File: src/hw/rtl/mcr_pkg.sv
package mcr_pkg;

  // Field widths
  localparam int unsigned CoordW = 8;
  localparam int unsigned ColorW = 16;
  localparam int unsigned PixW   = 10;
  localparam int unsigned StepXW = 9;
  localparam int unsigned StepYW = 10;
  localparam int unsigned ErrW   = 13;

  // Stream data widths, padded to whole bytes
  localparam int unsigned InDataW  = 8;
  localparam int unsigned OutDataW = 40;

  // Configuration port
  localparam int unsigned CfgAddrW = 2;
  localparam int unsigned CfgDataW = 16;

  typedef enum logic [CfgAddrW-1:0] {
    REG_CENTER_X = 2'd0,
    REG_CENTER_Y = 2'd1,
    REG_RADIUS   = 2'd2,
    REG_COLOR    = 2'd3
  } cfg_reg_t;

endpackage

File: src/hw/rtl/midpoint_circle_rasterizer.sv
// Midpoint circle rasterizer.
// Configure center_x, center_y, radius and color through the cfg_ write
// port while the block is idle. Each transfer on the in_ channel advances
// the circle by one step; in_tdata[0] set reloads the loop from the
// configuration before stepping. A step of an active circle yields eight
// mirrored points on the out_ channel, out_tlast marking the eighth and
// out_tuser set on all eight when the step finished the circle. Steps
// with no circle in progress are taken and yield nothing.
// A step's points pass from the step register, which loads at the input
// transfer, to the output register, which loads one point per cycle while
// it is empty or its point is taken; the next input is taken in the cycle
// the eighth point moves to the output register, so while the receiver is
// ready and inputs wait, points stream with no gaps.
// When the receiver stalls, the output register holds its point and the
// input side stops once the current step's points are queued.
// Reset (rst_n low, synchronous) clears the configuration, the loop state
// and both valid flags; no circle is in progress afterwards.
module midpoint_circle_rasterizer (
  input  logic                               clk,
  input  logic                               rst_n,
  // configuration write port
  input  logic                               cfg_we,
  input  logic [mcr_pkg::CfgAddrW-1:0]       cfg_addr,
  input  logic [mcr_pkg::CfgDataW-1:0]       cfg_wdata,
  // step requests
  input  logic                               in_tvalid,
  output logic                               in_tready,
  input  logic [mcr_pkg::InDataW-1:0]        in_tdata,   // [0] restart
  // points
  output logic                               out_tvalid,
  input  logic                               out_tready,
  output logic [mcr_pkg::OutDataW-1:0]       out_tdata,  // [9:0] pixel_x, [19:10] pixel_y,
                                                         // [35:20] pixel_color
  output logic                               out_tlast,
  output logic                               out_tuser   // [0] circle_done
);

  localparam int unsigned CW = mcr_pkg::CoordW;
  localparam int unsigned XW = mcr_pkg::StepXW;
  localparam int unsigned YW = mcr_pkg::StepYW;
  localparam int unsigned EW = mcr_pkg::ErrW;
  localparam int unsigned PW = mcr_pkg::PixW;

  // configuration registers
  logic [CW-1:0]             center_x_r, center_y_r, radius_r;
  logic [mcr_pkg::ColorW-1:0] color_r;

  // loop state
  logic [XW-1:0] step_x_r, step_x_nxt;
  logic [YW-1:0] step_y_r, step_y_nxt;
  logic [EW-1:0] err_r, err_nxt;
  logic          active_r, active_nxt;

  // step register: one step's points waiting to be sent
  logic          busy_r, busy_nxt;
  logic [2:0]    idx_r, idx_nxt;
  logic [XW-1:0] bx_r, bx_nxt;
  logic [YW-1:0] by_r, by_nxt;
  logic          bdone_r, bdone_nxt;

  // output register
  logic          out_valid_r, out_valid_nxt;
  logic [PW-1:0] px_r, px_nxt, py_r, py_nxt;
  logic [mcr_pkg::ColorW-1:0] pcol_r;
  logic          plast_r, pdone_r;

  // step computation
  logic                 in_fire, restart, run, emit;
  logic [XW-1:0]        x0;
  logic [YW-1:0]        y0;
  logic [EW-1:0]        e0, e_neg_sum, e_pos_sum, diff4;
  logic [EW-1:0]        diff;
  logic signed [YW:0]   y_new, x_inc;
  logic                 done;
  logic                 out_load, burst_end;

  // point generation
  logic [YW-1:0]  a_val, b_val;
  logic [PW:0]    px_sum, py_sum;

  // configuration writes
  always_ff @(posedge clk) begin
    if (!rst_n) begin
      center_x_r <= '0;
      center_y_r <= '0;
      radius_r   <= '0;
      color_r    <= '0;
    end else if (cfg_we) begin
      unique case (mcr_pkg::cfg_reg_t'(cfg_addr))
        mcr_pkg::REG_CENTER_X: center_x_r <= cfg_wdata[CW-1:0];
        mcr_pkg::REG_CENTER_Y: center_y_r <= cfg_wdata[CW-1:0];
        mcr_pkg::REG_RADIUS:   radius_r   <= cfg_wdata[CW-1:0];
        mcr_pkg::REG_COLOR:    color_r    <= cfg_wdata;
        default: ;
      endcase
    end
  end

  // handshake
  assign out_load  = busy_r && (!out_valid_r || out_tready);
  assign burst_end = out_load && (idx_r == 3'd7);
  assign in_tready = !busy_r || burst_end;
  assign in_fire   = in_tvalid && in_tready;
  assign restart   = in_tdata[0];

  // one loop step of the midpoint algorithm
  always_comb begin
    x0   = restart ? '0 : step_x_r;
    y0   = restart ? {{(YW-CW){1'b0}}, radius_r} : step_y_r;
    e0   = restart ? (EW'(2) - {{(EW-CW-1){1'b0}}, radius_r, 1'b0}) : err_r;
    run  = restart || active_r;
    emit = run && ({1'b0, x0} <= y0);

    e_neg_sum = e0 + {{(EW-XW-2){1'b0}}, x0, 2'b00} + EW'(6);
    diff      = {{(EW-XW){1'b0}}, x0} - {{(EW-YW){1'b0}}, y0};
    diff4     = {diff[EW-3:0], 2'b00};
    e_pos_sum = e0 + diff4 + EW'(10);

    y_new = e0[EW-1] ? $signed({1'b0, y0}) : ($signed({1'b0, y0}) - (YW+1)'(1));
    x_inc = $signed({2'b00, x0} + (YW+1)'(1));
    done  = x_inc > y_new;

    step_x_nxt = step_x_r;
    step_y_nxt = step_y_r;
    err_nxt    = err_r;
    active_nxt = active_r;
    if (in_fire) begin
      if (restart) begin
        step_x_nxt = x0;
        step_y_nxt = y0;
        err_nxt    = e0;
        active_nxt = 1'b1;
      end
      if (emit) begin
        step_x_nxt = x_inc[XW-1:0];
        step_y_nxt = y_new[YW-1:0];
        err_nxt    = e0[EW-1] ? e_neg_sum : e_pos_sum;
        active_nxt = !done;
      end else if (run) begin
        active_nxt = 1'b0;
      end
    end
  end

  // step register sequencing
  always_comb begin
    busy_nxt  = busy_r;
    idx_nxt   = idx_r;
    bx_nxt    = bx_r;
    by_nxt    = by_r;
    bdone_nxt = bdone_r;
    if (out_load) begin
      idx_nxt = idx_r + 3'd1;
      if (burst_end) begin
        busy_nxt = 1'b0;
      end
    end
    if (in_fire && emit) begin
      busy_nxt  = 1'b1;
      idx_nxt   = '0;
      bx_nxt    = x0;
      by_nxt    = y0;
      bdone_nxt = done;
    end
  end

  // mirrored point for the current index
  always_comb begin
    a_val  = idx_r[2] ? by_r : {{(YW-XW){1'b0}}, bx_r};
    b_val  = idx_r[2] ? {{(YW-XW){1'b0}}, bx_r} : by_r;
    px_sum = idx_r[1] ? ({{(PW+1-CW){1'b0}}, center_x_r} - {1'b0, a_val})
                      : ({{(PW+1-CW){1'b0}}, center_x_r} + {1'b0, a_val});
    py_sum = idx_r[0] ? ({{(PW+1-CW){1'b0}}, center_y_r} - {1'b0, b_val})
                      : ({{(PW+1-CW){1'b0}}, center_y_r} + {1'b0, b_val});
    px_nxt = px_sum[PW-1:0];
    py_nxt = py_sum[PW-1:0];
    out_valid_nxt = out_load || (out_valid_r && !out_tready);
  end

  // control registers
  always_ff @(posedge clk) begin
    if (!rst_n) begin
      step_x_r    <= '0;
      step_y_r    <= '0;
      err_r       <= '0;
      active_r    <= 1'b0;
      busy_r      <= 1'b0;
      idx_r       <= '0;
      out_valid_r <= 1'b0;
    end else begin
      step_x_r    <= step_x_nxt;
      step_y_r    <= step_y_nxt;
      err_r       <= err_nxt;
      active_r    <= active_nxt;
      busy_r      <= busy_nxt;
      idx_r       <= idx_nxt;
      out_valid_r <= out_valid_nxt;
    end
  end

  // payload registers
  always_ff @(posedge clk) begin
    bx_r    <= bx_nxt;
    by_r    <= by_nxt;
    bdone_r <= bdone_nxt;
    if (out_load) begin
      px_r    <= px_nxt;
      py_r    <= py_nxt;
      pcol_r  <= color_r;
      plast_r <= (idx_r == 3'd7);
      pdone_r <= bdone_r;
    end
  end

  assign out_tvalid = out_valid_r;
  assign out_tdata  = {{(mcr_pkg::OutDataW - 2*PW - mcr_pkg::ColorW){1'b0}},
                       pcol_r, py_r, px_r};
  assign out_tlast  = plast_r;
  assign out_tuser  = pdone_r;

endmodule

File: config.mk
export PLATFORM = sky130hd
export DESIGN_NAME = midpoint_circle_rasterizer
export DESIGN_NICKNAME = d
export VERILOG_FILES = /design/src/hw/rtl/mcr_pkg.sv /design/src/hw/rtl/midpoint_circle_rasterizer.sv
export SDC_FILE = /design/constraint.sdc
export NUM_CORES = 1
export LEC_CHECK = 0
export BUFFER_PORTS_ARGS = -buffer_cell sky130_fd_sc_hd__clkbuf_2
export CAP_MARGIN = 20
export CORE_UTILIZATION = 45
export DETAILED_ROUTE_END_ITERATION = 8
export PLACE_DENSITY = 0.65
export SYNTH_ARGS = -nofsm -noshare
export SYNTH_HDL_FRONTEND = slang
export SYNTH_SLANG_ARGS = --single-unit
File: constraint.sdc
create_clock -name clk -period 4.8 [get_ports clk]
set_clock_uncertainty 0.05 [all_clocks]
set_input_delay 0 -clock clk [delete_from_list [all_inputs] [get_ports clk]]
set_output_delay 0 -clock clk [all_outputs]
set_load 0.005 [all_outputs]
Yosys cells after proc, flatten, opt, wreduce, memory -nomap -nowiden:

Index checks and enable logic that the tools add are counted.

* output and inout bits: 44
* register bits after elaboration: 136
* bits of input ports: 31
* logic and storage cells: 87

* reduce and logical (&&, ||, !) cells: 27
* bitwise gates (word level): 1
* add/sub/neg operators: 13
* $lt $le $gt $ge: 2
* equality and inequality tests: 4
* muxes and demuxes: 21

Operators by type and width (count)
* $mux 10: 7
* $mux 13: 4
* $mux 9: 3
* $add 8x10->10: 2
* $sub 8x10->10: 2
* $reduce_and 2->1: 7
* $add 13x11->13: 1
* $add 13x13->13: 1
* $add 13x3->13 const B: 1
* $add 13x4->13 const B: 1
* $gt 11x11->1: 1
* $mux 11: 1
* $sub 10x1->11 const B: 1
* $sub 9x10->11: 1
* $add 9x1->10 const B: 1
* $le 9x10->1: 1
* $sub 2x9->10 const A: 1
* $logic_and 1x1->1: 6
* $mux 1: 6
* $reduce_bool 2->1: 3
* $eq 2x2->1 const B: 2
* $logic_not 1->1: 4
* $logic_or 1x1->1: 4
* $add 3x1->3 const B: 1
* 6 further kinds: 6

Longest topological paths before layout:

Gate-level depths: netlist (run 1).

* depth in word-level cells: 9
* depth in mapped cells: 21
* depth with buffers taken out: 18

Least setup slack after synthesis (run 1):

OpenSTA, ideal clock, no wires.

* path kind: in2reg
* start point: in in_tdata[0] in the netlist's numbering
* end point: reg err_r[12]
* stages on the path: 21
* path slack: 0.207 ns
* arrival: 4.424 ns
* data required time: 4.631 ns
* library setup time: 0.119 ns
* buffers on the path: 5
* path through: buf_6 -> buf_2 -> buf_1 -> clkbuf_1 -> clkbuf_1 -> nor2b_1 -> ha_1 -> a21o_1 -> a221oi_2 -> nand2_1 -> a21oi_1 -> xnor2_1 -> ha_1 -> ha_1 -> nand3_1 -> o211ai_1 -> o21ai_0 -> a211oi_1 -> or3b_2 -> nand4_1 -> a21oi_1

* cells in the longest elaborated chain, start to end: 6
* elaborated cells on any way between the ends: 16
* classes of those cells: add/sub: 5; order compare: 1; mux: 6; reduce/logical: 4

RTL lines
* from (decl): RTL line midpoint_circle_rasterizer.sv:28 `input logic [mcr_pkg::InDataW-1:0] in_tdata,`
* $mux 9 or $mux 10 (tied branches): RTL line midpoint_circle_rasterizer.sv:108, midpoint_circle_rasterizer.sv:109
* $sub 9x10->11: RTL line midpoint_circle_rasterizer.sv:115 `diff = {{(EW-XW){1'b0}}, x0} - {{(EW-YW){1'b0}}, y0};`
* $add 13x13->13: RTL line midpoint_circle_rasterizer.sv:117 `e_pos_sum = e0 + diff4 + EW'(10);`
* $add 13x4->13: RTL line midpoint_circle_rasterizer.sv:117
* $mux 13: RTL line midpoint_circle_rasterizer.sv:137 `err_nxt = e0[EW-1] ? e_neg_sum : e_pos_sum;`
* $mux 13: RTL line midpoint_circle_rasterizer.sv:134 `if (emit) begin`
* to (signal assigned): RTL line midpoint_circle_rasterizer.sv:193 `err_r <= err_nxt;`
* to (decl): RTL line midpoint_circle_rasterizer.sv:51 `logic [EW-1:0] err_r, err_nxt;`

Several ways; a longest one is shown, not always the timed one. The select of a mux whose other input is x is not followed.
A chain may end at the register's enable or synchronous reset.

Final worst setup path (run 1):

* start point: reg step_x_r[0]
* end point: reg err_r[12]

* cells in the longest elaborated chain, start to end: 6
* elaborated cells on any way between the ends: 12
* classes of those cells: add/sub: 5; order compare: 1; mux: 3; reduce/logical: 3

RTL lines
* from (decl): RTL line midpoint_circle_rasterizer.sv:49 `logic [XW-1:0] step_x_r, step_x_nxt;`
* from (signal assigned): RTL line midpoint_circle_rasterizer.sv:191 `step_x_r <= step_x_nxt;`
* $mux 9 (*): RTL line midpoint_circle_rasterizer.sv:108 `x0 = restart ? '0 : step_x_r;`
* $sub 9x10->11: RTL line midpoint_circle_rasterizer.sv:115
* $add 13x13->13: RTL line midpoint_circle_rasterizer.sv:117
* $add 13x4->13: RTL line midpoint_circle_rasterizer.sv:117
* $mux 13: RTL line midpoint_circle_rasterizer.sv:137
* $mux 13: RTL line midpoint_circle_rasterizer.sv:134

Every way passes the cells marked *; elsewhere a longest branch is shown, timed or not.

==> metrics.csv, run 1 <==
stage,metric,value,unit
global_route,initial antenna violation count,0,
sta,setup TNS,0,ns
run,max_cap viols,0,
detailed_routing,vias per cell,5.337,
detailed_routing,first-pass detailed-route iteration total,5,
clocking,register clock-pin slew on the reported worst setup and hold paths,0.07,ns
critical_path,"Top cell by count, worst path",ha_1,
sta,Final min period,4.487,ns
critical_path,CP Launch Type,register,
place,IO Port Bufs,63,
sta,final hold violations,0,
sta,period utilisation layout,0.9347,
global_route,number of global-route vias before repair,6872,
synthesis,leading area contributor after synthesis,edfxtp_1,
clocking,post_cts resized,0,
detailed_routing,Total Wirelength,20660,um
power_and_ir_drop,Max VDD drop,0.0001986,V
final_layout,Final nets,1151,
power_and_ir_drop,Seq pwr share,0.361,
synthesis,adder-cell share of the synthesized area,0.1245,
synthesis,Synth Instances,949,
critical_path,crit path max fanout,5,
global_route,GRT Total Usage,0.2165,
critical_path,CP Cell Sequence,nand2_1 > ha_1 > fa_1 > o41a_1 > a211oi_1 > nor3_1 > xnor2_1 > ha_1 > ha_1 > a21o_1 > a21oi_1 > o22ai_1 > a211oi_1 > or3b_2 > nand4_1 > a21oi_1,
power_and_ir_drop,switching power,1.330,mW
global_route,Overflow after GRT,0,
critical_path,Critical Path RT,5.07,ns
die,row count,50,
place,gpl congestion,0.8638,
synthesis,"Top FF cell, synth",dfxtp_1,
synthesis,mapped cell area,0.008847,mm^2
clocking,TritonCTS clock tree,yes,
place,Post-DP Area,0.009467,mm^2
synthesis,area fraction in compound gates after synthesis,0.1489,
sta,Worst-Margin Slew,0.8416,ns
sta,relative max-transition margin,0.4389,
place,Placed Cells,1258,
synthesis,Synth top area share,0.1969,
sta,Max Freq,222.9,MHz
detailed_routing,remaining antenna violation count,0,
die,die footprint,0.02023,mm^2
synthesis,syn_area_per_cell,9.323,um^2
final_layout,layout cell share with drive strength beyond 1,0.1469,
clocking,"Clk Latency, worst-skew pair",0.43,ns
detailed_routing,wire per inst,15.79,um
detailed_routing,vias,6981,
power_and_ir_drop,power density over cell area,380.5,mW/mm^2
synthesis,Synth area leaders,"edfxtp_1 (20%), dfxtp_1 (17%), ha_1 (11%)",
final_layout,fin area,0.01023,mm^2
detailed_routing,Iteration-0 DRC Markers,456,
clocking,root buffer cell,clkbuf_16,
detailed_routing,drt drc,0,
power_and_ir_drop,Sw Ratio,0.3416,
final_layout,antenna cells,0,
power_and_ir_drop,Pint,2.562,mW
clocking,CTS Buf Count,17,
min_path,hold crit path type,input port to register,
clocking,CTS H-Tree Depth,4,
die,Initial Utilization,0.4667,
synthesis,sequential share of the synthesized area,0.3711,
sta,setup repair after global routing missed its margin,false,
synthesis,Synth Area in XOR/XNOR,0.07623,
critical_path,crit path max-delay cell type,or3b_2,
synthesis,largest family of logic cells by synthesized area,simple AND/OR/NAND/NOR gates,
synthesis,Synth Register Bits,135,
synthesis,post-synthesis mux area share,0.07269,
sta,# setup viols final,0,
die,core area,0.01896,mm^2
final_layout,Area Overhead vs Synth,15.63,%
critical_path,Crit Path Class,register to register,
clocking,Post-CTS Setup Bufs,0,
outcome,status,finished clean,
sta,pins over their slew limit,0,
clocking,CTS max path bufs,2,
critical_path,crit-path max cell delay,0.47,ns
final_layout,post-route insts no fill,1308,
critical_path,CP Data Arrival Time,4.75,ns
critical_path,critical path endpoint category,register,
synthesis,Synth Area in Simple Gates,0.1584,
global_route,pin count of the biggest net entering global routing,61,
synthesis,"EDFF count, synth",58,
clocking,clock sink count,135,
power_and_ir_drop,leakage,4.527,nW
die,Die Ht,142.2,um
power_and_ir_drop,Combinational Power Share,0.315,
place,dpl hpwl,15510,um
die,I/O pin cnt,75,
clocking,Hold Buf Count CTS,18,
power_and_ir_drop,Clk pwr share,0.324,
synthesis,"FFs w/ async S/R, synth",0,
die,Die Span X,142.2,um
global_route,global-route wire length before repair,33840,um
synthesis,yosys warns,0,
synthesis,post-synth cell types,76,
[placed cells by master, fill, tap and decap left out, types with 5 or more instances in the layout]
cell type,n
o21ai_0,49
o21a_1,6
nand2b_1,13
fa_1,5
clkbuf_16,17
a21o_1,5
mux2i_1,53
nand2_1,87
o211ai_1,11
or3_1,7
and3_1,8
mux2_2,10
a21oi_1,63
clkbuf_2,63
buf_4,25
inv_8,5
a31oi_1,6
nor2_1,82
nor3b_1,5
a22oi_1,7
nor2b_1,16
o21bai_1,9
edfxtp_1,58
nand4_1,7
dfxtp_1,77
nor3_1,9
nand3_1,28
dlygate4sd3_1,18
a211oi_1,7
inv_1,52
xnor2_1,39
ha_1,80
xor2_1,38
[power by group through the flow]
stage | clock [mW] | sequential, mW | combinational [mW]
6_report | 1.26 | 1.40 | 1.23
5_1_grt | 1.34 | 1.42 | 1.38
4_1_cts | 1.29 | 1.40 | 1.23
3_5_place_dp | 0 | 1.43 | 1.21
3_3_place_gp | 0 | 1.43 | 1.19
2_1_floorplan | 0 | 1.42 | 0.933
[worst max-delay path: cells and delay by family, from the launching register on]
family	cells	cell delay, ns
AOI/OAI and AO/OA	7	1.57
xor gates and xnor gates	1	0.15
adders and majority gates	4	1.34
DFF	1	0.41
and+or+nand+nor	4	0.84
[metal layers]
| layer | track usage | share of wire | vias to the layer above |
|---|---|---|---|
| li1 | - | - | 3541 |
| met1 | 0.2660 | 0.46 | 3254 |
| met2 | 0.3738 | 0.48 | 153 |
| met3 | 0.03836 | 0.041 | 33 |
| met4 | 0.08772 | 0.025 | 0 |
| met5 | 0 | 0 | - |
[flip-flops by register name, indices dropped and copies added, names as in the netlist]
signal	count
err_r	12
bdone_r	1
px_r	10
bx_r	9
pcol_r	16
idx_r	3
active_r	1
by_r	10
color_r	16
busy_r	1
center_y_r	8
out_tvalid	1
step_x_r	9
out_tuser	1
radius_r	8
step_y_r	10
py_r	10
center_x_r	8
out_tlast	1
[worst paths after layout]
check | from | end | slack [ns] | cells past startpoint
setup / recovery | step_x_r[0] | err_r[12] | 0.31 | 16
setup reg to reg | step_x_r[0] | err_r[12] | 0.31 | 16
hold reg to reg | bdone_r | out_tuser | 0.38 | 0
hold / removal | rst_n | err_r[11] | 0.1 | 3
[stage by stage]
step | worst slack, ns | total power, mW | hold WS (ns) | util
finish | 0.3134 | 3.892 | 0.09812 | 0.5397
global route | 0.006025 | 4.139 | 0.1023 | 0.5397
CTS | 0.3407 | 3.922 | 0.1006 | 0.5397
detailed placement | 0.2587 | 2.639 | 0.1827 | 0.4994
global placement | 0.3238 | 2.615 | 0.1751 | 0.4994
floorplan | 0.2066 | 2.351 | 0.08596 | -
[kinds of logic (layout without fill, tap and decap cells)]
logic type | Yosys count | after routing
other cells | 1 | 4
xor+xnor | 77 | 77
flops | 135 | 135
fa+ha+maj | 85 | 85
simple gates | 290 | 290
buf+inv | 96 | 192
mux | 63 | 63
compound gates | 202 | 202
[cells in the mapped netlist (6+ instances only)]
master    count
nand2_1      87
nor2_1       82
ha_1         80
dfxtp_1      77
a21oi_1      63
edfxtp_1     58
inv_1        53
mux2i_1      53
o21ai_0      49
xnor2_1      39
xor2_1       38
nand3_1      28
clkbuf_1     19
nor2b_1      16
nand2b_1     13
o211ai_1     11
mux2_2       10
nor3_1        9
o21bai_1      9
and3_1        8
a211oi_1      7
a22oi_1       7
nand4_1       7
or3_1         7
a31oi_1       6
buf_2         6
buf_4         6
o21a_1        6
[area by class of cell]
class | instances | area (um^2)
Tap cell | 260 | 325.3
Fill cell | 1776 | 8726
Sequential cell | 135 | 3283
Inverter | 54 | 202.7
Timing Repair Buffer | 106 | 683.2
Multi-Input combinational cell | 721 | 5152
Clock inverter | 15 | 157.7
Clock buffer | 17 | 425.4
No activity file was read; power rests on OpenSTA's default activity.
==> inputs of run 2 (changes only) <==
--- a/config.mk
+++ b/config.mk
@@ -9,6 +9,7 @@
 export CAP_MARGIN = 20
 export CORE_UTILIZATION = 45
 export DETAILED_ROUTE_END_ITERATION = 8
+export GPL_TIMING_DRIVEN = 0
 export PLACE_DENSITY = 0.65
 export SYNTH_ARGS = -nofsm -noshare
 export SYNTH_HDL_FRONTEND = slang
==> run 2 against run 1 <==
Against the previous run:
- clock power rose by 5%
- hold slack lost 0.0072 ns
- worst setup slack gained 0.028 ns
- maximum frequency rose by 0.64%
- largest cell class unchanged
- die area unchanged
- critical path depth increased by 1
- combinational power grew 5%
- global-route usage grew 1.3 points
- total power up 2.9%
==> metrics.csv, run 2 (synthesis results as in run 1) <==
stage,metric,value,unit
outcome,status,finished clean,
sta,relative max-transition margin,0.4975,
power_and_ir_drop,Clk pwr share,0.329,
sta,period utilisation layout,0.9288,
place,dpl hpwl,16850,um
global_route,initial antenna violation count,0,
place,pre-CTS setup slack,-1.260,ns
sta,Max Freq,224.3,MHz
global_route,number of global-route vias before repair,6798,
final_layout,most frequent cells in the layout,"nand2_1 (87), nor2_1 (82), ha_1 (80)",
power_and_ir_drop,total power,4.005,mW
power_and_ir_drop,switching power,1.371,mW
die,row count,50,
place,gpl congestion,0.9727,
critical_path,crit-path max cell delay,0.46,ns
critical_path,critical path endpoint category,register,
die,Initial Utilization,0.4667,
detailed_routing,Iteration-0 DRC Markers,419,
clocking,root buffer cell,clkbuf_16,
detailed_routing,drt drc,0,
min_path,hold crit path type,input port to register,
power_and_ir_drop,power density over cell area,385.7,mW/mm^2
detailed_routing,vias per cell,5.423,
critical_path,crit path max fanout,5,
critical_path,crit path max-delay cell type,or3b_2,
critical_path,Critical Path RT,5.07,ns
power_and_ir_drop,Max VDD drop,0.0001992,V
die,Die Ht,142.2,um
die,core area,0.01896,mm^2
critical_path,"Top cell by count, worst path",ha_1,
clocking,CTS H-Tree Depth,4,
detailed_routing,wire per inst,16.59,um
clocking,CTS max path bufs,2,
final_layout,fin area,0.01038,mm^2
final_layout,Final nets,1168,
final_layout,layout cell share with drive strength beyond 1,0.1455,
sta,pins over their slew limit,0,
critical_path,CP Cell Sequence,mux2i_4 > inv_1 > ha_1 > fa_1 > o41a_1 > a211oi_2 > nor3_1 > xnor2_1 > ha_1 > ha_1 > a21o_1 > a21oi_1 > o22ai_1 > a211oi_2 > or3b_2 > nand4_1 > a21oi_1,
clocking,register clock-pin slew on the reported worst setup and hold paths,0.07,ns
place,Post-DP Area,0.009522,mm^2
power_and_ir_drop,Pint,2.634,mW
sta,setup repair after global routing missed its margin,false,
power_and_ir_drop,leakage,4.554,nW
final_layout,Regs by FF count,"color_r: 16 flops, pcol_r: 16 flops, err_r: 12 flops",
clocking,"Clk Latency, worst-skew pair",0.43,ns
die,Die Span X,142.2,um
clocking,CTS Buf Count,17,
clocking,clock sink count,135,
die,I/O pin cnt,75,
sta,Worst-Margin Slew,0.7538,ns
sta,final hold violations,0,
clocking,TritonCTS clock tree,yes,
global_route,Overflow after GRT,0,
global_route,GRT Total Usage,0.2291,
critical_path,Crit Path Class,register to register,
sta,Final min period,4.458,ns
power_and_ir_drop,Combinational Power Share,0.321,
die,die footprint,0.02023,mm^2
detailed_routing,remaining antenna violation count,0,
detailed_routing,first-pass detailed-route iteration total,5,
power_and_ir_drop,Sw Ratio,0.3423,
run,max_cap viols,0,
global_route,pin count of the biggest net entering global routing,30,
final_layout,# fillers,1734,
final_layout,antenna cells,0,
detailed_routing,vias,7185,
detailed_routing,Total Wirelength,21980,um
final_layout,Area Overhead vs Synth,17.35,%
critical_path,CP Launch Type,register,
sta,Setup WS post-layout,0.3418,ns
power_and_ir_drop,Seq pwr share,0.350,
critical_path,CP Data Arrival Time,4.73,ns
final_layout,"commonest non-fill, non-tap cell in the layout",nand2_1,
sta,# setup viols final,0,
sta,Fin Hold WS,0.09087,ns
place,IO Port Bufs,62,
global_route,global-route wire length before repair,35090,um
run 2: cell type report:
class | count | area (um^2) | share of cell area
Sequential cell | 135 | 3284 | 0.3163
Clock buffer | 17 | 425.4 | 0.04097
Timing Repair Buffer | 83 | 535.5 | 0.05158
Tap cell | 260 | 325.3 | 0.03133
Multi-Input combinational cell | 721 | 5215 | 0.5023
Buffer | 40 | 222.7 | 0.02145
Inverter | 54 | 202.7 | 0.01952
Clock inverter | 15 | 171.4 | 0.01651
run 2: metrics by stage:
step,utilization,TNS [ns],std cells
2_1_floorplan,-,0,952
5_1_grt,0.5477,0,1325
4_1_cts,0.5450,0,1325
6_report,0.5477,0,1325
3_3_place_gp,0.5009,-13.63,1274
3_5_place_dp,0.5023,-9.308,1275
run 2: repair_timing:
action	CTS	global route
resized for setup	7	10
endpoints found under the setup margin	5	1
hold buffers	19	0
buffers inserted	0	1
hold endpoints to repair	44	0
pin swaps	0	2
run 2: final timing paths:
check	end	startpoint	cells after the start	slack [ns]
max	err_r[12]	radius_r[0]	17	0.34
max reg2reg	err_r[12]	radius_r[0]	17	0.34
min reg2reg	out_tuser	bdone_r	0	0.38
min	color_r[5]	cfg_addr[1]	4	0.09
run 2: per-layer routing:
layer / track usage / part of all wire / vias up / wire (um)
met5: 0 / 0 / - / 0
met4: 0.1036 / 0.033 / 0 / 734
met3: 0.04307 / 0.047 / 48 / 1024
met2: 0.3950 / 0.48 / 208 / 10540
met1: 0.2763 / 0.44 / 3344 / 9677
li1: - / - / 3585 / -
run 2: critical path, delay by kind of cell, from the launching register on:
| kind | cells | cell delay, ns |
|---|---|---|
| muxes | 1 | 0.18 |
| AOI/OAI and AO/OA | 7 | 1.44 |
| adders and majority gates | 4 | 1.31 |
| xor gates and xnor gates | 1 | 0.21 |
| and+or+nand+nor | 3 | 0.66 |
| buffers and inverters | 1 | 0.10 |
| DFF | 1 | 0.38 |
run 2: power by group through the flow:
stage          Combinational, mW  Clock (mW)  Sequential (mW)
3_3_place_gp                1.23           0             1.42
4_1_cts                     1.28        1.33             1.40
5_1_grt                     1.44        1.38             1.41
3_5_place_dp                1.26           0             1.42
2_1_floorplan              0.933           0             1.42
6_report                    1.29        1.32             1.40
==> inputs of run 3 (changes only) <==
--- a/config.mk
+++ b/config.mk
@@ -5,6 +5,7 @@
 export SDC_FILE = /design/constraint.sdc
 export NUM_CORES = 1
 export LEC_CHECK = 0
+export ABC_AREA = 1
 export BUFFER_PORTS_ARGS = -buffer_cell sky130_fd_sc_hd__clkbuf_2
 export CAP_MARGIN = 20
 export CORE_UTILIZATION = 45
==> run 3 against run 2 <==
Against the previous run:
- hold slack gained 0.28 ns
- synthesized cell count grew 24%
- sequential cell count is the same
- worst setup slack gained 0.0045 ns
- non-clock buffer count grew 1
- sequential power is essentially flat
- global-route usage grew 1.2 points
- first-iteration DRC count grew 20%
==> metrics.csv, run 3 <==
stage,metric,value,unit
outcome,status,finished clean,
detailed_routing,Iteration-0 DRC Markers,504,
die,core area,0.01946,mm^2
detailed_routing,vias per cell,5.045,
synthesis,largest family of logic cells by synthesized area,simple AND/OR/NAND/NOR gates,
synthesis,"EDFF count, synth",58,
sta,pins over their slew limit,0,
final_layout,Final nets,1406,
synthesis,Synth Register Bits,135,
synthesis,Synth Area in Simple Gates,0.2135,
clocking,TritonCTS clock tree,yes,
detailed_routing,drt drc,0,
place,gpl congestion,0.9230,
sta,period utilisation layout,0.9279,
critical_path,CP Launch Type,input port,
die,row count,51,
sta,setup TNS,0,ns
critical_path,crit path max fanout,10,
critical_path,critical path endpoint category,register,
synthesis,syn_area_per_cell,7.578,um^2
min_path,hold wc startpoint,out_tready,
critical_path,r2r worst-path depth,23,
sta,Worst-Margin Slew,0.8886,ns
sta,relative max-transition margin,0.4069,
min_path,worst hold endpoint,out_tvalid,
critical_path,Crit path max-delay family,buffers and inverters,
synthesis,Synth area leaders,"edfxtp_1 (19%), dfxtp_1 (17%), ha_1 (11%)",
global_route,pin count of the biggest net entering global routing,40,
synthesis,Synth top area share,0.1946,
final_layout,"commonest non-fill, non-tap cell in the layout",nand2_1,
sta,# setup viols final,0,
synthesis,Synth Instances,1181,
synthesis,Synth Area in XOR/XNOR,0.05774,
power_and_ir_drop,leakage,5.064,nW
final_layout,most frequent cells in the layout,"nand2_1 (234), inv_1 (159), nor2_1 (131)",
die,Die Span X,143.0,um
global_route,GRT Total Usage,0.2410,
global_route,Overflow after GRT,0,
clocking,root buffer cell,clkbuf_16,
die,Die Ht,143.0,um
place,IO Port Bufs,62,
min_path,cell depth of the worst hold path,5,
synthesis,sequential share of the synthesized area,0.3668,
synthesis,post-synthesis mux area share,0.001118,
die,Initial Utilization,0.4599,
critical_path,CP Buf/Inv Count,5,
synthesis,adder-cell share of the synthesized area,0.1230,
synthesis,mapped cell area,0.008950,mm^2
die,die footprint,0.02046,mm^2
final_layout,antenna cells,0,
sta,final hold violations,0,
power_and_ir_drop,total power,4.436,mW
detailed_routing,remaining antenna violation count,0,
critical_path,flop-to-flop setup slack,0.93,ns
critical_path,CP Data Arrival Time,4.71,ns
detailed_routing,vias,7911,
synthesis,post-synth cell types,45,
clocking,post_cts resized,0,
power_and_ir_drop,Max VDD drop,0.0002715,V
clocking,CTS H-Tree Depth,4,
critical_path,crit path max-delay cell type,dlygate4sd3_1,
synthesis,area fraction in compound gates after synthesis,0.1444,
sta,setup repair after global routing missed its margin,false,
global_route,initial antenna violation count,0,
final_layout,Regs by FF count,"color_r: 16 flops, pcol_r: 16 flops, err_r: 12 flops",
global_route,global-route wire length before repair,37380,um
critical_path,Critical Path RT,5.06,ns
detailed_routing,first-pass detailed-route iteration total,6,
clocking,clock sink count,135,
place,pre-CTS setup slack,0.5356,ns
critical_path,Crit path depth,24,
die,I/O pin cnt,75,
run,max_cap viols,0,
sta,Setup WS post-layout,0.3463,ns
place,Placed Cells,1511,
synthesis,"count leader, synth",nand2_1,
clocking,"Clk Latency, worst-skew pair",0.42,ns
final_layout,Area Overhead vs Synth,16.33,%
detailed_routing,Total Wirelength,23260,um
min_path,hold crit path type,input port to register,
critical_path,CP Cell Sequence,dlygate4sd3_1 > buf_6 > buf_6 > buf_2 > buf_1 > nor2_1 > ha_1 > a21oi_1 > o21ai_0 > a21oi_1 > nand2_2 > xor2_1 > ha_1 > ha_1 > a21o_1 > nor2_1 > nand3_1 > nand2_1 > nand2_1 > nand3b_1 > nand3_1 > nand2_1 > nand2_1 > a21oi_1,
critical_path,crit-path max cell delay,0.56,ns
critical_path,"Top cell by count, worst path",nand2_1,
critical_path,FF-to-FF Start,radius_r[5],
synthesis,yosys warns,0,
critical_path,Crit Path Class,input port to register,
final_layout,layout cell share with drive strength beyond 1,0.1105,
synthesis,Synth top cells by count,"nand2_1 (234), inv_1 (160), nor2_1 (131), o21ai_0 (117), a21oi_1 (89)",
clocking,register clock-pin slew on the reported worst setup and hold paths,0.06,ns
global_route,number of global-route vias before repair,7436,
sta,Final min period,4.454,ns
clocking,CTS Buf Count,17,
synthesis,"Top FF cell, synth",dfxtp_1,
critical_path,RR Endpoint,err_r[12],
power_and_ir_drop,power density over cell area,426.1,mW/mm^2
sta,Max Freq,224.5,MHz
place,dpl hpwl,18300,um
synthesis,leading area contributor after synthesis,edfxtp_1,
synthesis,"FFs w/ async S/R, synth",0,
clocking,CTS max path bufs,2,
final_layout,post-route insts no fill,1568,
detailed_routing,wire per inst,14.84,um
## run 3: changes by cell type in the layout (fill, tap and decap cells not counted), sizes merged, moves of 21 or more
| cell | delta |
|---|---|
| o21ai | +75 |
| nor2 | +53 |
| a21oi | +27 |
| nand3 | +21 |
| xnor2 | -25 |
| nand2 | +154 |
| inv | +105 |
| mux2i | -52 |
## run 3: power breakdown
| part | total (mW) | internal (mW) | switching [mW] |
|---|---|---|---|
| Combinational | 1.77 | 0.652 | 1.12 |
| Clock | 1.24 | 0.715 | 0.524 |
| Sequential | 1.43 | 1.38 | 0.0534 |
## run 3: tightest hold or removal path: stages
cell and delay [ns]:
dlygate4sd3_1 0.52, clkbuf_2 0.09, inv_1 0.03, nand2_1 0.08, a21oi_1 0.06
## run 3: repair_timing
item	4_1_cts	5_1_grt
hold endpoints to repair	49	0
buffers inserted	0	0
hold buffers	25	0
## run 3: area by class of cell
class,count,area [um^2]
Multi-Input combinational cell,848,4846
Fill cell,1880,9051
Inverter,164,618.1
Sequential cell,135,3283
Clock buffer,21,471.7
Timing Repair Buffer,87,560.5
Buffer,37,214.0
Clock inverter,11,86.33
Tap cell,265,331.6
## run 3: cell families (layout without fill, tap and decap cells)
group | after synthesis | after routing
AOI/OAI and AO/OA | 243 | 243
xor gates and xnor gates | 59 | 59
adders and majority gates | 85 | 85
buffers and inverters | 201 | 320
DFF | 135 | 135
muxes | 1 | 1
other | 1 | 4
and+or+nand+nor | 456 | 456
## run 3: worst max path at each step
stage,start,end
2_1_floorplan,in_tdata[0],err_r[12]
4_1_cts,in_tdata[0],err_r[12]
3_3_place_gp,in_tdata[0],err_r[12]
3_5_place_dp,in_tdata[0],err_r[12]
6_report,in_tdata[0],err_r[12]
5_1_grt,in_tdata[0],err_r[12]
## run 3: per-layer routing
layer  GRT usage  vias to the layer above  routed length (um)
met2      0.4221                      202               11350
met5           0                        -                   0
met4     0.09621                        0                 663
met1      0.2864                     3565               10110
met3     0.04997                       52                1137
li1            -                     4092                   -
## run 3: stage by stage
step / area, um^2 / utilization / hold slack, ns
floorplan: 8961 / - / 0.08490
global placement: 9603 / 0.4934 / 0.2299
detailed placement: 9603 / 0.4934 / 0.2381
global route: 10410 / 0.5349 / 0.3900
finish: 10410 / 0.5349 / 0.3669
CTS: 10410 / 0.5349 / 0.3435
